File: config.mk
export PLATFORM = sky130hd
export DESIGN_NAME = transfer_encoding_decoder
export DESIGN_NICKNAME = d
export VERILOG_FILES = /design/src/rtl/core/ted_pkg.sv /design/src/rtl/core/ted_front.sv /design/src/rtl/core/ted_queue.sv /design/src/rtl/core/ted_back.sv /design/src/rtl/core/transfer_encoding_decoder.sv
export SDC_FILE = /design/constraint.sdc
export NUM_CORES = 1
export LEC_CHECK = 0
export ABC_AREA = 1
export BUFFER_PORTS_ARGS = -buffer_cell sky130_fd_sc_hd__buf_4
export CORE_ASPECT_RATIO = 0.9
export CORE_MARGIN = 2
export CORE_UTILIZATION = 55
export DETAILED_ROUTE_END_ITERATION = 10
export PLACE_DENSITY = 0.82
export SETUP_SLACK_MARGIN = 0.4
export SYNTH_ARGS = -nofsm -noshare
export SYNTH_HDL_FRONTEND = slang
export SYNTH_SLANG_ARGS = --single-unit
File: constraint.sdc
create_clock -name clock -period 6.03 [get_ports clock]
set_clock_uncertainty 0.05 [all_clocks]
set_input_delay 0.603 -clock clock [delete_from_list [all_inputs] [get_ports clock]]
set_output_delay 0.603 -clock clock [all_outputs]
set_load 0.02 [all_outputs]
File: src/rtl/core/ted_pkg.sv
// Shared types, constants and lookup functions for the transfer encoding decoder.
// Used by every module under rtl/core; depends on nothing else.
`default_nettype none

package ted_pkg;

   // Decoding modes held in the mode register.
   typedef enum logic [1:0] {
      MODE_PASS   = 2'd0,
      MODE_BASE64 = 2'd1,
      MODE_QP     = 2'd2,
      MODE_QWORD  = 2'd3
   } mode_type;

   // Progress through a quoted-printable escape.
   typedef enum logic [1:0] {
      ESC_NONE  = 2'd0,
      ESC_EQ    = 2'd1,
      ESC_DIGIT = 2'd2
   } esc_type;

   // Register index of the mode register (word address bit of paddr).
   localparam logic RegDecodeMode = 1'b0;

   // Characters with a special meaning.
   localparam logic [7:0] CharEq    = 8'h3D;
   localparam logic [7:0] CharCr    = 8'h0D;
   localparam logic [7:0] CharLf    = 8'h0A;
   localparam logic [7:0] CharUnder = 8'h5F;
   localparam logic [7:0] CharSpace = 8'h20;

   // Group queue between the front and back ends.
   localparam int QDepth = 4;
   localparam int QPtrW  = $clog2(QDepth);
   localparam int QCntW  = $clog2(QDepth + 1);

   // All results caused by one request: one to three bytes.
   typedef struct packed {
      logic [1:0]      cnt;     // number of results, 1 to 3
      logic [2:0][7:0] data;    // result bytes, index 0 first
      logic            marker;  // empty end marker, no data
      logic            last;    // the group closes the stream
   } group_type;

   // Hex digit value: bit 4 set when the character is a hex digit.
   function automatic logic [4:0] hex_lookup(input logic [7:0] c);
      logic [4:0] r;
      r = 5'd0;
      if (c >= 8'h30 && c <= 8'h39) begin
         r = {1'b1, 4'(c - 8'h30)};
      end else if (c >= 8'h41 && c <= 8'h46) begin
         r = {1'b1, 4'(c - 8'h37)};
      end else if (c >= 8'h61 && c <= 8'h66) begin
         r = {1'b1, 4'(c - 8'h57)};
      end
      return r;
   endfunction

   // Base64 sextet value: bit 6 set when the character is in the alphabet.
   function automatic logic [6:0] b64_lookup(input logic [7:0] c);
      logic [6:0] r;
      r = 7'd0;
      if (c >= 8'h41 && c <= 8'h5A) begin
         r = {1'b1, 6'(c - 8'h41)};
      end else if (c >= 8'h61 && c <= 8'h7A) begin
         r = {1'b1, 6'(c - 8'h61 + 8'd26)};
      end else if (c >= 8'h30 && c <= 8'h39) begin
         r = {1'b1, 6'(c - 8'h30 + 8'd52)};
      end else if (c == 8'h2B) begin
         r = {1'b1, 6'd62};
      end else if (c == 8'h2F) begin
         r = {1'b1, 6'd63};
      end
      return r;
   endfunction

endpackage

`default_nettype wire

File: src/rtl/core/ted_front.sv
// Front end: accepts requests, keeps the decoding state and forms a result group.
// Uses ted_pkg types and lookup functions; feeds ted_queue.
`default_nettype none

module ted_front (
   input  wire logic                 clock,
   input  wire logic                 reset,
   input  wire ted_pkg::mode_type    mode,
   input  wire logic                 req_valid,
   output logic                      req_stall,
   input  wire logic [7:0]           req_data_byte,
   input  wire logic                 req_last_byte,
   input  wire logic                 q_full,
   output logic                      q_push,
   output ted_pkg::group_type        q_group
);

   logic [11:0]      bit_buffer_ff,    bit_buffer_in;
   logic [2:0]       bit_count_ff,     bit_count_in;
   ted_pkg::esc_type escape_phase_ff,  escape_phase_in;
   logic [7:0]       held_digit_ff,    held_digit_in;
   logic             after_soft_cr_ff, after_soft_cr_in;

   logic             accept;
   logic [1:0]       emit_cnt;
   logic [2:0][7:0]  emit_data;
   logic             marker;
   logic             drop_lf;
   logic [8:0]       plain;
   logic [4:0]       hex_c;
   logic [4:0]       hex_h;
   logic [6:0]       b64_c;
   logic [11:0]      shifted;
   logic [3:0]       count_sum;

   // A plain byte: bit 8 flags an opening '=', else the mapped byte.
   function automatic logic [8:0] plain_map(input logic [7:0] c,
                                            input ted_pkg::mode_type m);
      logic [8:0] r;
      r = {1'b0, c};
      if (c == ted_pkg::CharEq) begin
         r = {1'b1, c};
      end else if (m == ted_pkg::MODE_QWORD && c == ted_pkg::CharUnder) begin
         r = {1'b0, ted_pkg::CharSpace};
      end
      return r;
   endfunction

   // The front only holds back when the group queue is full.
   assign req_stall = q_full;
   assign accept    = req_valid && !q_full;

   assign plain = plain_map(req_data_byte, mode);
   assign hex_c = ted_pkg::hex_lookup(req_data_byte);
   assign hex_h = ted_pkg::hex_lookup(held_digit_ff);
   assign b64_c = ted_pkg::b64_lookup(req_data_byte);

   // Decode one request into up to three result bytes and the next state.
   always_comb begin
      bit_buffer_in    = bit_buffer_ff;
      bit_count_in     = bit_count_ff;
      escape_phase_in  = escape_phase_ff;
      held_digit_in    = held_digit_ff;
      after_soft_cr_in = after_soft_cr_ff;
      emit_cnt         = 2'd0;
      emit_data        = '0;
      drop_lf          = 1'b0;
      shifted          = 12'd0;
      count_sum        = 4'd0;
      marker           = 1'b0;

      unique case (mode)
         ted_pkg::MODE_PASS: begin
            emit_data[emit_cnt] = req_data_byte;
            emit_cnt = emit_cnt + 2'd1;
         end
         ted_pkg::MODE_BASE64: begin
            if (b64_c[6]) begin
               bit_buffer_in = {bit_buffer_ff[5:0], b64_c[5:0]};
               count_sum = {1'b0, bit_count_ff} + 4'd6;
               if (count_sum >= 4'd8) begin
                  bit_count_in = 3'(count_sum - 4'd8);
                  shifted = bit_buffer_in >> bit_count_in;
                  emit_data[emit_cnt] = shifted[7:0];
                  emit_cnt = emit_cnt + 2'd1;
               end else begin
                  bit_count_in = count_sum[2:0];
               end
            end
         end
         ted_pkg::MODE_QP, ted_pkg::MODE_QWORD: begin
            // One LF after a soft "=" CR break is swallowed.
            if (after_soft_cr_ff) begin
               after_soft_cr_in = 1'b0;
               drop_lf = (req_data_byte == ted_pkg::CharLf);
            end
            if (!drop_lf) begin
               case (escape_phase_ff)
                  ted_pkg::ESC_NONE: begin
                     if (plain[8]) begin
                        escape_phase_in = ted_pkg::ESC_EQ;
                     end else begin
                        emit_data[emit_cnt] = plain[7:0];
                        emit_cnt = emit_cnt + 2'd1;
                     end
                  end
                  ted_pkg::ESC_EQ: begin
                     if (mode == ted_pkg::MODE_QP &&
                         (req_data_byte == ted_pkg::CharCr ||
                          req_data_byte == ted_pkg::CharLf)) begin
                        // Soft line break.
                        escape_phase_in  = ted_pkg::ESC_NONE;
                        after_soft_cr_in = (req_data_byte == ted_pkg::CharCr);
                     end else if (hex_c[4]) begin
                        held_digit_in   = req_data_byte;
                        escape_phase_in = ted_pkg::ESC_DIGIT;
                     end else begin
                        // Malformed escape: '=' comes out as it stands.
                        emit_data[emit_cnt] = ted_pkg::CharEq;
                        emit_cnt = emit_cnt + 2'd1;
                        escape_phase_in = ted_pkg::ESC_NONE;
                        if (plain[8]) begin
                           escape_phase_in = ted_pkg::ESC_EQ;
                        end else begin
                           emit_data[emit_cnt] = plain[7:0];
                           emit_cnt = emit_cnt + 2'd1;
                        end
                     end
                  end
                  ted_pkg::ESC_DIGIT: begin
                     escape_phase_in = ted_pkg::ESC_NONE;
                     if (hex_c[4] && hex_h[4]) begin
                        emit_data[emit_cnt] = {hex_h[3:0], hex_c[3:0]};
                        emit_cnt = emit_cnt + 2'd1;
                     end else begin
                        // Malformed escape: '=' and the held digit come out.
                        emit_data[emit_cnt] = ted_pkg::CharEq;
                        emit_cnt = emit_cnt + 2'd1;
                        emit_data[emit_cnt] = held_digit_ff;
                        emit_cnt = emit_cnt + 2'd1;
                        if (plain[8]) begin
                           escape_phase_in = ted_pkg::ESC_EQ;
                        end else begin
                           emit_data[emit_cnt] = plain[7:0];
                           emit_cnt = emit_cnt + 2'd1;
                        end
                     end
                  end
                  default: begin
                     escape_phase_in = ted_pkg::ESC_NONE;
                  end
               endcase
            end
         end
         default: begin
            emit_cnt = 2'd0;
         end
      endcase

      // End of stream: flush a pending escape, clear all state.
      if (req_last_byte) begin
         if (mode == ted_pkg::MODE_QP || mode == ted_pkg::MODE_QWORD) begin
            if (escape_phase_in == ted_pkg::ESC_EQ ||
                escape_phase_in == ted_pkg::ESC_DIGIT) begin
               if (emit_cnt != 2'd3) begin
                  emit_data[emit_cnt] = ted_pkg::CharEq;
                  emit_cnt = emit_cnt + 2'd1;
               end
            end
            if (escape_phase_in == ted_pkg::ESC_DIGIT) begin
               if (emit_cnt != 2'd3) begin
                  emit_data[emit_cnt] = held_digit_in;
                  emit_cnt = emit_cnt + 2'd1;
               end
            end
         end
         bit_buffer_in    = 12'd0;
         bit_count_in     = 3'd0;
         escape_phase_in  = ted_pkg::ESC_NONE;
         held_digit_in    = 8'd0;
         after_soft_cr_in = 1'b0;
         if (emit_cnt == 2'd0) begin
            marker   = 1'b1;
            emit_cnt = 2'd1;
         end
      end
   end

   // Hand the group to the queue whenever the request produced a result.
   assign q_push         = accept && (emit_cnt != 2'd0);
   assign q_group.cnt    = emit_cnt;
   assign q_group.data   = emit_data;
   assign q_group.marker = marker;
   assign q_group.last   = req_last_byte;

   // Decoding state advances on every accepted request.
   always_ff @(posedge clock) begin
      if (reset) begin
         bit_buffer_ff    <= 12'd0;
         bit_count_ff     <= 3'd0;
         escape_phase_ff  <= ted_pkg::ESC_NONE;
         held_digit_ff    <= 8'd0;
         after_soft_cr_ff <= 1'b0;
      end else if (accept) begin
         bit_buffer_ff    <= bit_buffer_in;
         bit_count_ff     <= bit_count_in;
         escape_phase_ff  <= escape_phase_in;
         held_digit_ff    <= held_digit_in;
         after_soft_cr_ff <= after_soft_cr_in;
      end
   end

endmodule

`default_nettype wire

File: src/rtl/core/ted_queue.sv
// Short queue of result groups between the front and back ends.
// Uses ted_pkg for the group type and depth constants.
`default_nettype none

module ted_queue (
   input  wire logic               clock,
   input  wire logic               reset,
   input  wire logic               push,
   input  wire ted_pkg::group_type push_group,
   input  wire logic               pop,
   output logic                    full,
   output logic                    not_empty,
   output ted_pkg::group_type      head
);

   ted_pkg::group_type                entry_ff [ted_pkg::QDepth];
   logic [ted_pkg::QPtrW-1:0]         wr_ptr_ff, wr_ptr_in;
   logic [ted_pkg::QPtrW-1:0]         rd_ptr_ff, rd_ptr_in;
   logic [ted_pkg::QCntW-1:0]         count_ff,  count_in;

   assign full      = (count_ff == ted_pkg::QCntW'(ted_pkg::QDepth));
   assign not_empty = (count_ff != '0);
   assign head      = entry_ff[rd_ptr_ff];

   // Pointer and fill count updates.
   always_comb begin
      wr_ptr_in = wr_ptr_ff;
      rd_ptr_in = rd_ptr_ff;
      count_in  = count_ff;
      if (push) begin
         wr_ptr_in = wr_ptr_ff + ted_pkg::QPtrW'(1);
      end
      if (pop) begin
         rd_ptr_in = rd_ptr_ff + ted_pkg::QPtrW'(1);
      end
      if (push && !pop) begin
         count_in = count_ff + ted_pkg::QCntW'(1);
      end else if (pop && !push) begin
         count_in = count_ff - ted_pkg::QCntW'(1);
      end
   end

   always_ff @(posedge clock) begin
      if (reset) begin
         wr_ptr_ff <= '0;
         rd_ptr_ff <= '0;
         count_ff  <= '0;
      end else begin
         wr_ptr_ff <= wr_ptr_in;
         rd_ptr_ff <= rd_ptr_in;
         count_ff  <= count_in;
      end
   end

   // Group storage needs no reset.
   always_ff @(posedge clock) begin
      if (push) begin
         entry_ff[wr_ptr_ff] <= push_group;
      end
   end

endmodule

`default_nettype wire

File: src/rtl/core/ted_back.sv
// Back end: unrolls each queued group into single results behind an output register.
// Uses ted_pkg for the group type; drains ted_queue.
`default_nettype none

module ted_back (
   input  wire logic               clock,
   input  wire logic               reset,
   input  wire logic               head_valid,
   input  wire ted_pkg::group_type head,
   output logic                    pop,
   output logic                    rsp_valid,
   input  wire logic               rsp_stall,
   output logic [7:0]              rsp_out_byte,
   output logic                    rsp_out_valid,
   output logic                    rsp_run_last,
   output logic                    rsp_stream_end
);

   logic [1:0] idx_ff,            idx_in;
   logic       rsp_valid_ff,      rsp_valid_in;
   logic [7:0] rsp_out_byte_ff,   rsp_out_byte_in;
   logic       rsp_out_valid_ff,  rsp_out_valid_in;
   logic       rsp_run_last_ff,   rsp_run_last_in;
   logic       rsp_stream_end_ff, rsp_stream_end_in;
   logic       load;
   logic       group_done;

   // The output register takes a new result when empty or being taken.
   assign load       = head_valid && (!rsp_valid_ff || !rsp_stall);
   assign group_done = (idx_ff == head.cnt - 2'd1);
   assign pop        = load && group_done;

   always_comb begin
      idx_in            = idx_ff;
      rsp_valid_in      = rsp_valid_ff && rsp_stall;
      rsp_out_byte_in   = rsp_out_byte_ff;
      rsp_out_valid_in  = rsp_out_valid_ff;
      rsp_run_last_in   = rsp_run_last_ff;
      rsp_stream_end_in = rsp_stream_end_ff;
      if (load) begin
         rsp_valid_in      = 1'b1;
         rsp_out_byte_in   = head.marker ? 8'd0 : head.data[idx_ff];
         rsp_out_valid_in  = !head.marker;
         rsp_run_last_in   = group_done;
         rsp_stream_end_in = group_done && head.last;
         idx_in            = group_done ? 2'd0 : idx_ff + 2'd1;
      end
   end

   // Control state.
   always_ff @(posedge clock) begin
      if (reset) begin
         idx_ff       <= 2'd0;
         rsp_valid_ff <= 1'b0;
      end else begin
         idx_ff       <= idx_in;
         rsp_valid_ff <= rsp_valid_in;
      end
   end

   // Result payload.
   always_ff @(posedge clock) begin
      rsp_out_byte_ff   <= rsp_out_byte_in;
      rsp_out_valid_ff  <= rsp_out_valid_in;
      rsp_run_last_ff   <= rsp_run_last_in;
      rsp_stream_end_ff <= rsp_stream_end_in;
   end

   assign rsp_valid      = rsp_valid_ff;
   assign rsp_out_byte   = rsp_out_byte_ff;
   assign rsp_out_valid  = rsp_out_valid_ff;
   assign rsp_run_last   = rsp_run_last_ff;
   assign rsp_stream_end = rsp_stream_end_ff;

   // The position within a group stays inside that group.
   assert property (@(posedge clock) disable iff (reset)
      head_valid |-> (idx_ff < head.cnt))
      else $error("result index beyond the group size");

   // A group is never left part-way through with the queue empty.
   assert property (@(posedge clock) disable iff (reset)
      (idx_ff != 2'd0) |-> head_valid)
      else $error("group unrolling lost its queue entry");

   // The end of the stream is always the last result of its request.
   assert property (@(posedge clock) disable iff (reset)
      (rsp_valid_ff && rsp_stream_end_ff) |-> rsp_run_last_ff)
      else $error("stream end without run last");

   // An end marker carries a zero byte and closes the stream.
   assert property (@(posedge clock) disable iff (reset)
      (rsp_valid_ff && !rsp_out_valid_ff) |->
         (rsp_out_byte_ff == 8'd0 && rsp_stream_end_ff))
      else $error("malformed end marker");

endmodule

`default_nettype wire

File: src/rtl/core/transfer_encoding_decoder.sv
// Transfer encoding decoder top level: mode register, front end, group queue, back end.
// Depends on ted_pkg, ted_front, ted_queue and ted_back.
//
// Usage. Encoded bytes arrive one per request on the req_ channel (data byte and a
// last-byte flag). Each request yields zero to three results on the rsp_ channel;
// a request that closes the stream always yields at least one (an end marker with
// rsp_out_valid low when nothing else came out). rsp_run_last marks the final
// result of a request and rsp_stream_end the final result of the stream.
// The decoding mode is set over the register port while the block is idle.
// Timing. A request is decoded in the cycle it is accepted; its results pass through
// the group queue into the output register. One request is taken per cycle; the
// output side delivers one result per cycle, so requests that expand to several
// results are absorbed by a four-group queue, and req_stall rises only when it
// is full. A stall on rsp_ holds the output register and fills the queue.
// Reset clears the mode to pass-through, all decoding state and the queue.
`default_nettype none

module transfer_encoding_decoder (
   input  wire logic        clock,
   input  wire logic        reset,
   input  wire logic        req_valid,
   output logic             req_stall,
   input  wire logic [7:0]  req_data_byte,
   input  wire logic        req_last_byte,
   output logic             rsp_valid,
   input  wire logic        rsp_stall,
   output logic [7:0]       rsp_out_byte,
   output logic             rsp_out_valid,
   output logic             rsp_run_last,
   output logic             rsp_stream_end,
   input  wire logic        psel,
   input  wire logic        penable,
   input  wire logic        pwrite,
   input  wire logic [2:0]  paddr,
   input  wire logic [31:0] pwdata,
   output logic [31:0]      prdata,
   output logic             pready
);

   logic [1:0]         decode_mode_ff, decode_mode_in;
   logic               q_push;
   logic               q_pop;
   logic               q_full;
   logic               q_not_empty;
   ted_pkg::group_type q_in_group;
   ted_pkg::group_type q_head;

   // Register port: one mode register at word zero.
   assign pready = 1'b1;
   always_comb begin
      decode_mode_in = decode_mode_ff;
      if (psel && penable && pwrite && paddr[2] == ted_pkg::RegDecodeMode) begin
         decode_mode_in = pwdata[1:0];
      end
   end

   always_ff @(posedge clock) begin
      if (reset) begin
         decode_mode_ff <= 2'd0;
      end else begin
         decode_mode_ff <= decode_mode_in;
      end
   end

   assign prdata = (paddr[2] == ted_pkg::RegDecodeMode) ? {30'd0, decode_mode_ff} : 32'd0;

   ted_front u_front (
      .clock         (clock),
      .reset         (reset),
      .mode          (ted_pkg::mode_type'(decode_mode_ff)),
      .req_valid     (req_valid),
      .req_stall     (req_stall),
      .req_data_byte (req_data_byte),
      .req_last_byte (req_last_byte),
      .q_full        (q_full),
      .q_push        (q_push),
      .q_group       (q_in_group)
   );

   ted_queue u_queue (
      .clock      (clock),
      .reset      (reset),
      .push       (q_push),
      .push_group (q_in_group),
      .pop        (q_pop),
      .full       (q_full),
      .not_empty  (q_not_empty),
      .head       (q_head)
   );

   ted_back u_back (
      .clock          (clock),
      .reset          (reset),
      .head_valid     (q_not_empty),
      .head           (q_head),
      .pop            (q_pop),
      .rsp_valid      (rsp_valid),
      .rsp_stall      (rsp_stall),
      .rsp_out_byte   (rsp_out_byte),
      .rsp_out_valid  (rsp_out_valid),
      .rsp_run_last   (rsp_run_last),
      .rsp_stream_end (rsp_stream_end)
   );

endmodule

`default_nettype wire

-- Yosys cells after proc, flatten, opt, wreduce, memory -nomap -nowiden
Memory sizes are Yosys's and may differ from the RTL's. A register that Yosys moved wholly into a read port is not among the register bits.
Cells that the tools add are included.
- flip-flop bits (word level): 43
- bits in writable memories: 112
- bits of input ports: 51
- output and inout bits: 46
- memories kept: 1
- memory list (memory ; depth ; width ; read ports ; clocked after memory_dff ; wr ports ; line ; source):
    u_queue.entry_ff ; 4 ; 28 ; 1 ; 1 ; 1 ; ted_queue.sv:16 ; ted_pkg::group_type entry_ff [ted_pkg::QDepth];
- add/subtract/negate cells: 20
- order comparisons: 20
- eq/ne operators: 17
- shift operators: 1
- mux-type cells: 102
- bitwise operators: 4
- reductions and logical operators: 46
- operator list (operator ; count):
    24-bit 2-to-1 mux ; 9
    8-bit 2-to-1 mux ; 15
    16-bit 2-to-1 mux ; 4
    2-bit 2-to-1 mux ; 27
    8-bit by 7-bit less-or-equal comparator with 1-bit output (second input constant) ; 6
    8-bit one-hot mux with 3 select lines ; 2
    7-bit 2-to-1 mux ; 5
    8-bit demux with 2-bit select ; 2
    8-bit by 7-bit >= comparator with 1-bit output (second input constant) ; 4
    5-bit 2-to-1 mux ; 6
    24-bit bitwise mux ; 1
    8-bit by 6-bit == test with 1-bit output (second input constant) ; 3
    1-bit logical AND ; 24
    3-bit 2-to-1 mux ; 6
    6-bit 2-to-1 mux ; 3
    2-bit one-hot mux with 3 select lines ; 3
    8-bit binary-select mux with 2-bit select ; 1
    8-bit by 4-bit == test with 1-bit output (second input constant) ; 2
    8-bit by 6-bit >= comparator with 1-bit output (second input constant) ; 2
    8-bit by 6-bit less-or-equal comparator with 1-bit output (second input constant) ; 2
    1-bit 2-to-1 mux ; 16
    8-bit one-hot mux with 2 select lines ; 1
    4-bit by 3-bit subtractor with 4-bit output (second input constant) ; 4
    15-bit bitwise OR ; 1
    32 further kinds ; 61

-- Longest topological paths before layout
- depth after elaboration: 29
- gate-level depth with buffers: 29
- gate-level depth less buffers: 28

-- Hierarchy
A second synthesis with hierarchy kept.
- cell total of the unflattened synthesis: 1150
- area, all modules: 9396.5 µm²
- by module, submodules not included (module ; times used ; cells an instance ; area each (µm²) ; seq. area each (µm²)):
    ted_queue ; 1 ; 330 ; 4600.7 ; 3543.4
    ted_front ; 1 ; 674 ; 3693.5 ; 380.4
    ted_back ; 1 ; 89 ; 732.0 ; 390.4
    transfer_encoding_decoder ; 1 ; 57 ; 370.4 ; 40.0

-- Worst setup path before layout
Ideal clock, no wire load.
- path kind: in2reg
- from: input port req_data_byte[2]
- to: memory u_queue.entry_ff[0][0] (netlist name), enable pin
- setup time: 0.413 ns
- data arrival time: 3.427 ns
- required time: 5.567 ns
- slack: 2.140 ns
- stages: 18
- cells stage by stage: buf_6 > inv_4 > ha_1 > a21oi_1 > nand2_1 > nand3_4 > inv_4 > nand3_4 > nand2_2 > nand2_1 > nand2_1 > nand2_1 > nand2_2 > nand2_4 > nand2_4 > nand3_1 > nand2_1 > nor2_1
- cells in the longest elaborated chain, start to end: 27
- elaborated cells on any way between the ends: 72
- ends and longest elaborated chain (element ; line ; source):
    start, declared ; transfer_encoding_decoder.sv:23 ; input wire logic [7:0] req_data_byte,
    8-bit by 7-bit >= comparator with 1-bit output / 8-bit by 7-bit less-or-equal comparator with 1-bit output (equally long branches) ; ted_pkg.sv:53, ted_pkg.sv:65 ;
    1-bit logical AND ; ted_pkg.sv:53 ; end else if (c >= 8'h61 && c <= 8'h66) begin
    5-bit 2-to-1 mux ; ted_pkg.sv:53 ;
    5-bit 2-to-1 mux ; ted_pkg.sv:51 ; end else if (c >= 8'h41 && c <= 8'h46) begin
    5-bit 2-to-1 mux ; ted_pkg.sv:49 ; if (c >= 8'h30 && c <= 8'h39) begin
    2-bit 2-to-1 mux / 1-bit logical AND (equally long branches) ; ted_front.sv:114, ted_front.sv:132 ;
    2-bit 2-to-1 mux, on equally long branches ; ted_front.sv:108, ted_front.sv:132 ;
    2-bit one-hot mux with 3 select lines ; ted_front.sv:98 ; case (escape_phase_ff)
    (+11 left out) ; n/a ;
    2-bit 2-to-1 mux ; ted_front.sv:161 ; if (req_last_byte) begin
    2-bit logical NOT ; ted_front.sv:182 ; if (emit_cnt == 2'd0) begin
    2-bit 2-to-1 mux ; ted_front.sv:182 ;
    2-bit 2-to-1 mux * ; ted_front.sv:161 ;
    2-bit nonzero test * ; ted_front.sv:190 ; assign q_push = accept && (emit_cnt != 2'd0);
    1-bit logical AND * ; ted_front.sv:190 ;
    1-bit 2-to-1 mux * ; ted_queue.sv:57 ; if (push) begin
    1-bit 2-to-1 mux (implied by the code) * ; ted_queue.sv:58 ; entry_ff[wr_ptr_ff] <= push_group;
    end, declared ; ted_queue.sv:16 ;
Mark *: on every way between the ends. The rest lies on a longest branch, timed or not. The select of a mux whose other input is x is not followed.

==> impl_metrics.csv <==
group,metric,value,unit
worst_setup_path,critPathArrivalTime,4130,ps
worst_setup_path,startpoint_type,"input port",
status,outcome,"finished clean",
detailed_routing,drt_wl_total,22600,um
global_route,grt_first_pass_wirelength,36250,um
sta,setup_ws,2000,ps
worst_setup_path,worstPathMaxFanout,8,
die,dieHeight,126.1,um
final_layout,fin_area,0.009965,mm^2
sta,fin_crit_sh,66.84,%
yosys,synth_ff_type,"edfxtp_1",
sta,max-slew-margin-rel,48.83,%
power,irDropWorstVdd,0.2905,mV
clocking,cts_setup_buffers,0,
final_layout,diodes,0,
clocking,cts-root-buf,"clkbuf_16",
global_route,antenna_found_initial,0,
detailed_routing,drc,0,
global_route,grtUsageTotal,26.12,%
final_layout,area_delta_synth_final,9.336,%
detailed_routing,met3_length,2178,um
sta,hold_ws,403.8,ps
die,io_pins,97,
min_path,hp-class,"input port to register",
die,die_w,139.7,um
detailed_routing,viasPerCell,5.889,
sta,drv_slew,0,
global_route,grt_overflow,0,
final_layout,drive_gt1_share,12.58,%
die,start_util,56.31,%
power,p_clk_share,31.5,%
sta,tightest_slew,764.7,ps
power,netSwitchingPower,0.001136,W
clocking,cts_made_buffers,17,
detailed_routing,top_layer,"met4",
detailed_routing,routed-via-count,7679,
clocking,clkTransAtPathRegs,70,ps
yosys,synth-seq-area-share,47.78,%
yosys,yosys_warnings,0,
detailed_routing,wl_per_cell,17.33,um
global_route,grt_pass1_vias,7038,
sta,fin_crit,4030,ps
sta,max_freq,0.2481,GHz
worst_setup_path,cp-end-kind,"register",
yosys,postSynthCellCount,1065,
power,combPwrFrac,25.8,%
sta,rsz0062_at_grt,"no",
die,dieArea,0.01762,mm^2
power,p_seq_share,42.6,%
die,coreArea,0.01619,mm^2
flow_run,maxCapViolations,0,
power,p_sw_share,34.70,%
worst_setup_path,path_class,"input port to register",
yosys,ys_async_sr_fraction,0,%
worst_setup_path,required,6130,ps
detailed_routing,wl_met1,9592,um
placed_design,placedCellCount,1272,
clocking,worstSkewPairLatency,430,ps
power,leakage,3.942,nW
detailed_routing,dr.first_iter.drc_count,1046,
power,powerDensity,328.6,mW/mm^2
placed_design,io_buffers,33,
clocking,cts_tree,"built",
final_layout,nFillCells,1387,
final_layout,instances_no_fill,1304,
yosys,synth_seq_cells,156,
clocking,cts_resized,0,
clocking,clock-sinks,156,
yosys,postSynthAreaPerCell,8.558,um^2
placed_design,placed_area,0.009387,mm^2
detailed_routing,dr_wl_met2,10270,um
detailed_routing,drtAntennaViolNets,0,
yosys,synth_edf_count,123,
sta,final.setup.tns,0,ps
global_route,grt_start_max_net_pins,45,
placed_design,hpwl,15490,um
sta,setup_violations,0,
sta,hold_violations,0,
detailed_routing,dr.pass1.iters,5,
final_layout,final_common_cell,"nand2_1",
yosys,synth_cell_types,51,
clocking,cts_max_path_buffers,2,
worst_setup_path,r2r_setup_slack,2000,ps
die,std_cell_rows,44,
clocking,cts_hold_buf,0,
final_layout,fin_nets,1164,
final_layout,layout_common_cells,"nand2_1 (192), nor2_1 (131), edfxtp_1 (123)",
yosys,synth_area,0.009114,mm^2
placed_design,dp_worst_setup_slack,1703,ps
clocking,h-tree-depth,4,
power,p_int,0.002138,W
placed_design,gp_congestion,0.9910,
==> worst max-delay path, cell delays in order <==
cell	delay (ps)
buf_4	150
inv_2	170
ha_1	190
inv_1	80
nand2_1	80
nand3_1	130
nand2_1	90
nand2_1	110
nand2_2	130
nand3_4	100
nand2_2	120
nand2_1	80
o211ai_1	190
a22oi_1	120
ha_1	420
inv_1	290
nand3_4	150
a21oi_4	310
a21oi_1	120
o21ai_0	490
==> through the flow <==
stage,util [%],total power [W]
floorplan,-,0.001981
global placement,57.99,0.002221
detailed placement,57.99,0.002253
CTS,61.56,0.003282
global route,61.56,0.003423
finish,61.56,0.003274
==> power groups by stage <==
stage	Clock [W]	Sequential (W)	Combinational [W]
after floorplan	0	0.00144	0.000537
after global placement	0	0.00141	0.000809
after detailed placement	0	0.00142	0.000835
after CTS	0.00105	0.00140	0.000842
after global routing	0.00109	0.00141	0.000926
final	0.00103	0.00140	0.000846
==> final timing paths <==
kind,from,endpoint,depth (start not counted)
max,req_data_byte[0],u_queue.entry_ff[1][19],20
min,pwdata[0],decode_mode_ff[0],3
max reg2reg,u_front.held_digit_ff[1],u_queue.entry_ff[1][19],16
min reg2reg,u_front.bit_count_ff[2],u_front.bit_count_ff[2],2
==> final cells by class <==
| class | count | area, um^2 | area share (%) |
|---|---|---|---|
| Inverter | 108 | 417.9 | 4.194 |
| Clock buffer | 17 | 425.4 | 4.269 |
| Timing Repair Buffer | 41 | 307.8 | 3.089 |
| Multi-Input combinational cell | 760 | 4048 | 40.62 |
| Sequential cell | 156 | 4354 | 43.70 |
| Tap cell | 207 | 259.0 | 2.599 |
| Clock inverter | 15 | 152.6 | 1.532 |
==> kinds of logic after synthesis <==
| family | count (synthesis) | synth area share [%] |
|---|---|---|
| AOI/OAI and AO/OA | 252 | 16.35 |
| xor gates and xnor gates | 11 | 1.057 |
| adders and majority gates | 29 | 4.064 |
| buffers and inverters | 178 | 9.116 |
| DFF | 156 | 47.78 |
| other | 2 | 0.08240 |
| and+or+nand+nor | 437 | 21.55 |
==> layer usage <==
layer,track usage [%],up-vias
met5,0,-
met4,9.941,0
met3,4.335,50
met2,41.43,459
met1,36.30,3536
li1,-,3634
==> sequential cells by signal, summed over array words and instances (netlist names), 3 cells and up, named ones only <==
name / flops
u_back.rsp_out_byte: 8
u_queue.entry_ff: 112
u_queue.count_ff: 3
u_front.held_digit_ff: 8
u_front.bit_buffer_ff: 6
==> synth_stat cells, types with 2 or more instances <==
master,number,area (um^2)
inv_4,5,31.28
o21ai_0,96,480.5
inv_1,90,337.8
nand2_2,14,87.58
nand2_1,192,720.7
o211ai_1,19,142.6
nor2_2,6,37.54
o2111ai_1,3,26.28
nor4_1,3,18.77
nand3_1,49,245.2
o21ai_2,2,17.52
edfxtp_1,123,3694
nor3_1,14,70.07
buf_4,34,255.2
a22oi_1,3,22.52
o221ai_1,11,96.34
buf_1,2,7.510
buf_6,3,33.78
o211ai_2,5,62.56
a221oi_1,2,17.52
clkinv_1,3,11.26
nor2_4,2,22.52
dfxtp_1,33,660.6
inv_2,10,37.54
clkbuf_1,31,116.4
nand4_1,3,18.77
nor2_1,135,506.7
conb_1,2,7.510
a21oi_1,66,330.3
ha_1,28,350.3
nand3_4,5,87.58
nand2_4,7,78.83
o21ai_1,8,40.04
a32oi_1,2,17.52
xor2_1,10,87.58
o22ai_1,29,181.4
No activity file was read; power rests on OpenSTA's default activity.
